File: config.mk
export PLATFORM = sky130hd
export DESIGN_NAME = svu_sqrt
export DESIGN_NICKNAME = d
export VERILOG_FILES = /design/src/hdl/sutherland_viscosity_unit_macros.svh /design/src/hdl/svu_pkg.sv /design/src/hdl/svu_sqrt.sv
export SDC_FILE = /design/constraint.sdc
export NUM_CORES = 2
export LEC_CHECK = 0
export BUFFER_PORTS_ARGS = -buffer_cell sky130_fd_sc_hd__buf_2
export CORE_MARGIN = 2
export CORE_UTILIZATION = 37
export CTS_CLUSTER_DIAMETER = 30
export CTS_CLUSTER_SIZE = 8
export DETAILED_ROUTE_END_ITERATION = 7
export PLACE_DENSITY = 0.51
export SLEW_MARGIN = 30
export SYNTH_ARGS = -nofsm -noshare
export SYNTH_HDL_FRONTEND = slang
export SYNTH_SLANG_ARGS = --single-unit
File: constraint.sdc
create_clock -name clk -period 3.6 [get_ports clk]
set_input_delay 0 -clock clk [delete_from_list [all_inputs] [get_ports clk]]
set_output_delay 0 -clock clk [all_outputs]
set_load 0.03 [all_outputs]
File: src/hdl/sutherland_viscosity_unit_macros.svh
// assertion macros for the sutherland viscosity unit
`ifndef SUTHERLAND_VISCOSITY_UNIT_MACROS_SVH
`define SUTHERLAND_VISCOSITY_UNIT_MACROS_SVH
`ifndef SYNTHESIS
`define SVU_ASSERT_SAME(label, ante, cons) \
	label: assert property (@(posedge clk) disable iff (!arst_n) (ante) |-> (cons)) \
		else $error("svu same-cycle check failed");
`define SVU_ASSERT_NEXT(label, ante, cons) \
	label: assert property (@(posedge clk) disable iff (!arst_n) (ante) |=> (cons)) \
		else $error("svu next-cycle check failed");
`else
`define SVU_ASSERT_SAME(label, ante, cons)
`define SVU_ASSERT_NEXT(label, ante, cons)
`endif
`endif

File: src/hdl/svu_pkg.sv
// shared widths, codes and constants of the sutherland viscosity unit
package svu_pkg;
	localparam int S_W = 18;
	localparam int TR_W = 20;
	localparam int MU_W = 24;
	localparam int T_W = 20;
	localparam int V_W = 26;
	localparam int IDX_W = 2;
	localparam int SUM_W = 21;
	localparam int PROD_W = 41;
	localparam int QUO_W = 61;
	localparam int ROOT_W = 31;
	localparam int MUL_LAT = 4;

	localparam logic [IDX_W-1:0] REG_S = 2'd0;
	localparam logic [IDX_W-1:0] REG_TREF = 2'd1;
	localparam logic [IDX_W-1:0] REG_MUREF = 2'd2;

	localparam logic [S_W-1:0] S_RESET = 18'd30720;
	localparam logic [TR_W-1:0] TREF_RESET = 20'd74534;
	localparam logic [MU_W-1:0] MUREF_RESET = 24'd1197343;
	localparam logic [V_W-1:0] VISC_MAX = {V_W{1'b1}};
endpackage

File: src/hdl/svu_sqrt.sv
// pipelined integer square root, one root bit per stage
module svu_sqrt import svu_pkg::*; #(
	parameter int RW = ROOT_W
) (
	input  logic            clk,
	input  logic            en,
	input  logic [2*RW-1:0] v,
	output logic [RW-1:0]   root
);
	logic [RW+1:0] rem_s [RW];
	logic [RW-1:0] root_s [RW];
	logic [2*RW-1:0] work_s [RW];

	for (genvar j = 0; j < RW; j++) begin : g_stage
		logic [RW+1:0] rem_in;
		logic [RW-1:0] root_in;
		logic [2*RW-1:0] w_in;
		logic [RW+3:0] remx;
		logic [RW+3:0] trial;
		logic [RW+3:0] diff;
		logic ge;
		if (j == 0) begin : g_first
			assign rem_in = '0;
			assign root_in = '0;
			assign w_in = v;
		end else begin : g_next
			assign rem_in = rem_s[j-1];
			assign root_in = root_s[j-1];
			assign w_in = work_s[j-1];
		end
		assign remx = {rem_in, w_in[2*RW-1:2*RW-2]};
		assign trial = {2'b00, root_in, 2'b01};
		assign ge = remx >= trial;
		assign diff = remx - trial;
		always_ff @(posedge clk) begin
			if (en) begin
				rem_s[j] <= ge ? diff[RW+1:0] : remx[RW+1:0];
				root_s[j] <= {root_in[RW-2:0], ge};
				work_s[j] <= {w_in[2*RW-3:0], 2'b00};
			end
		end
	end

	assign root = root_s[RW-1];
endmodule

Word-level counts from Yosys, hierarchy flattened
Memory sizes are Yosys's and may differ from the RTL's.
Index checks and enable logic that the tools add are counted.
- add/subtract/negate cells: 31
- magnitude comparators: 31
- mux-type cells: 33
- operators by type and width (cell ; count):
    35-bit by 33-bit >= comparator with 1-bit output ; 30
    33-bit 2-to-1 mux ; 31
    33-bit subtractor ; 30
    2-bit by 1-bit subtractor with 3-bit output, second input constant ; 1
    2-bit by 1-bit >= comparator with 1-bit output, second input constant ; 1
    1-bit 2-to-1 mux ; 2
- memories: 3
- flip-flop bits (word level): 0
- logic and storage cells: 98
- memory bits (writable): 3844
- memory list (memory ; depth ; width ; rd ports ; clocked after Yosys merged registers in ; wr ports ; line ; text):
    work_s ; 31 ; 60 ; 30 ; 0 ; 31 ; svu_sqrt.sv:12 ; logic [2*RW-1:0] work_s [RW];
    rem_s ; 31 ; 33 ; 30 ; 0 ; 31 ; svu_sqrt.sv:10 ; logic [RW+1:0] rem_s [RW];
    root_s ; 31 ; 31 ; 31 ; 0 ; 31 ; svu_sqrt.sv:11 ; logic [RW-1:0] root_s [RW];

Depth between registers and ports, before layout
An unclocked memory read counts as a cell.
- depth in word-level cells: 3
- gate-level depth with buffers: 15
- gate-level depth less buffers: 13

Least setup slack after synthesis
No wires, ideal clock.
- kind: register -> register
- start: mem rem_s[10][2] (netlist bit)
- end: mem rem_s[10][59] (netlist bit), data pin
- cell stages (with the launch flop): 11
- period minus slack after synthesis: 3321 ps
- data arrival time: 3054 ps
- setup slack: 279 ps
- path buffers: 0
- cell sequence: edfxtp_1 > ha_1 > a21oi_1 > nor3b_1 > a21oi_1 > o311a_1 > o31ai_1 > o21ai_0 > a2111oi_0 > nor3b_1 > xor2_1
- RTL lines (item ; line):
    start, declared ; svu_sqrt.sv:10

==> impl_metrics.json <==
{
  "ant_nets": 0,
  "outcome": "completed",
  "hp-start": "en",
  "synth_nets": 9248,
  "initial_utilization_pct": 37.1,
  "final_nets": 10100,
  "root_buffer": "clkbuf_16",
  "total_power_mw": 102,
  "hold_ws_ps": 156,
  "r2r_slack_ps": 170,
  "synth_ff_type": "edfxtp_1",
  "utilization_pct": 46.2,
  "clock_sinks": 2368,
  "finalWirelength_um": 250000,
  "clk_latency_ps": 980,
  "fin_skew_ps": 69.1,
  "netlist.area_leader.share_pct": 64.1,
  "htree_levels": 6,
  "crit_type": "reg2reg",
  "setup_slack_ps": 169,
  "yosysMostFrequentCell": "edfxtp_1",
  "port_buffers": 94,
  "place.gp.congestion": 0.897,
  "vias": 69800,
  "async_flop_share_pct": 0,
  "setup_viol": 0,
  "chipHeight_um": 551,
  "yosys.area.top_type": "edfxtp_1",
  "grt_antenna_before_repair": 3,
  "cp.arrival_ps": 4130,
  "synth.distinct_cells": 86,
  "path_buf_inv": 0,
  "dp_slack_ps": -131,
  "synth-edff-count": 2368,
  "period_share_pct": 95.3,
  "cpPeakStageDelay_ps": 560,
  "max_freq_ghz": 0.291,
  "drive_above_1_share_pct": 13.8,
  "syn_inst": 8656,
  "worstPathRequired_ps": 4300,
  "synthToLayoutAreaGrowth_pct": 24.5,
  "hold-path-endpoint": "work_s[0][2]",
  "slew_headroom_pct": 31.8,
  "hold_viol_final": 0,
  "drt_iter0_drc": 4705,
  "post-dp-hpwl_um": 181000,
  "grt_max_degree": 115,
  "power_density_nw_per_um2": 742,
  "grt_pass1_vias": 70100,
  "r2r_start": "rem_s[1][10]",
  "io_pins": 95,
  "hold_depth": 2,
  "clk_pin_slew_ps": 40,
  "synth.top_cells.by_count": "edfxtp_1 (2368), inv_1 (654), nand2_1 (623), nor2_1 (551), ha_1 (528)",
  "startpoint": "rem_s[1][10]",
  "crit_path_top_delay_cell": "or4_1",
  "ys_seq_elements": 2368,
  "synthTopCellsByArea": "edfxtp_1 (64%), ha_1 (6.0%), xor2_1 (3.0%)",
  "routed_via_density": 5.02,
  "cp_top_family": "simple AND/OR/NAND/NOR gates",
  "syn_area_per_cell_um2": 12.8,
  "synth_warnings": 0,
  "finalMaxSlewViolations": 0,
  "drc_errors": 0,
  "cts_tree": "yes",
  "grt_pass1_wl_um": 391000,
  "cap_violations": 0,
  "r2r_cells": 8,
  "fin_crit_ps": 3430,
  "synth_area_um2": 111000,
  "track_usage_pct": 16.1,
  "die_w_um": 551,
  "r2r-end": "rem_s[1][55]",
  "tightest_slew_ps": 1010,
  "core_um2": 299000,
  "fp.dieArea_um2": 304000,
  "crit_path_max_fanout": 6,
  "timing.critical_path.mode_cell": "or4_1",
  "cts_buffers": 541,
  "startpoint_type": "register",
  "path_cells": "or4_1, or3_1, or4_1, nor3_2, or3b_1, nand2_1, nor3_1, or2_2",
  "endpoint_kind": "register",
  "drtPass1Iterations": 6,
  "peakVddDrop_v": 0.000437,
  "totalNegativeSetupSlack_ps": 0,
  "power.leakage_nw": 53.3,
  "cts_max_path_buffers": 4,
  "hold_path_class": "in2reg",
  "rows": 201,
  "overflow": 0,
  "ys_seq_area_share_pct": 64.1,
  "wl_per_cell_um": 18.0
}
## cells in the final DEF, fill, tap and decap left out, drive strengths merged, types with 45 or more instances in the layout
| cell type | synthesis | routed |
|---|---|---|
| or4 | 70 | 70 |
| buf | 16 | 358 |
| nor3 | 229 | 229 |
| o21a | 108 | 108 |
| o211ai | 50 | 50 |
| xnor2 | 375 | 375 |
| nand2b | 107 | 107 |
| edfxtp | 2368 | 2368 |
| nand3 | 131 | 131 |
| or2 | 45 | 45 |
| dlygate4sd3 | 0 | 126 |
| ha | 528 | 528 |
| nor4 | 99 | 99 |
| nand2 | 623 | 623 |
| mux2 | 80 | 80 |
| nor2b | 80 | 80 |
| nand4 | 99 | 99 |
| clkinv | 0 | 229 |
| a211oi | 45 | 45 |
| bufinv | 0 | 69 |
| a21o | 214 | 214 |
| nor2 | 551 | 551 |
| clkbuf | 161 | 609 |
| inv | 656 | 672 |
| xor2 | 382 | 382 |
| and3 | 49 | 49 |
| o21ai | 484 | 484 |
| a21oi | 511 | 511 |
| o31ai | 55 | 55 |
| or3 | 90 | 90 |
## worst reg2reg max path: cells and delay by family (launching register included)
family / cells / cell delay (ps)
simple gates: 8 / 2770
flops: 1 / 410
## cell type report
type                    count  area (um^2)
fillers                 26500       161000
flip-flops and latches   2368        71100
multi-input cells        5455        37000
clock buffers             609        13900
well taps                3958         4950
clock inverters           354         4550
repair buffers            484         4170
inverters                 656         2470
diodes                      1         2.50
## where the power goes
part | internal, mW | total (mW) | switching [mW]
sequential | 34.9 | 37.3 | 2.45
combinational | 7.08 | 16.7 | 9.59
clock | 32.7 | 48.4 | 15.7
total | 74.7 | 102 | 27.8
## registers in the layout, summed over array words and instances, names as in the netlist
name	cells
rem_s	942
work_s	930
root_s	496
## per-layer routing
metal | up-vias | part of all wire, % | track usage (%)
li1 | 34000 | - | -
met5 | - | 0 | 0
met3 | 535 | 4.4 | 2.70
met4 | 0 | 3.3 | 6.21
met2 | 1618 | 48 | 27.4
met1 | 33600 | 44 | 20.6
## through the flow
stage                     std cells  instance area (um^2)
final                         13900                138000
after global routing          13900                138000
after CTS                     13900                138000
after detailed placement      12800                118000
after global placement        12800                118000
after floorplan                8656                111000
## logic make-up (layout without fill, tap and decap cells)
| group | after synthesis | in the layout | synth area share [%] |
|---|---|---|---|
| flops | 2368 | 2368 | 64.1 |
| compound gates | 1762 | 1762 | 9.88 |
| other cells | 1 | 2 | 0.00338 |
| mux | 104 | 104 | 1.03 |
| simple gates | 2303 | 2303 | 10.2 |
| buf+inv | 833 | 2103 | 2.83 |
| xor+xnor | 757 | 757 | 5.98 |
| fa+ha+maj | 528 | 528 | 5.96 |
## worst max-delay path by stage
stage,endpoint,cells past startpoint
CTS,rem_s[12][52],10
detailed placement,rem_s[10][25],13
floorplan,rem_s[10][59],10
global placement,rem_s[10][25],13
global route,rem_s[6][44],12
finish,rem_s[1][55],8
## repair_timing
action	in CTS	in global routing
pin swaps	0	4
endpoints found under the hold margin	1586	0
setup buffers	0	5
hold buffers	126	0
endpoints found under the setup margin	5	82
resized for setup	7	40
(Power assumes the default switching activity.)
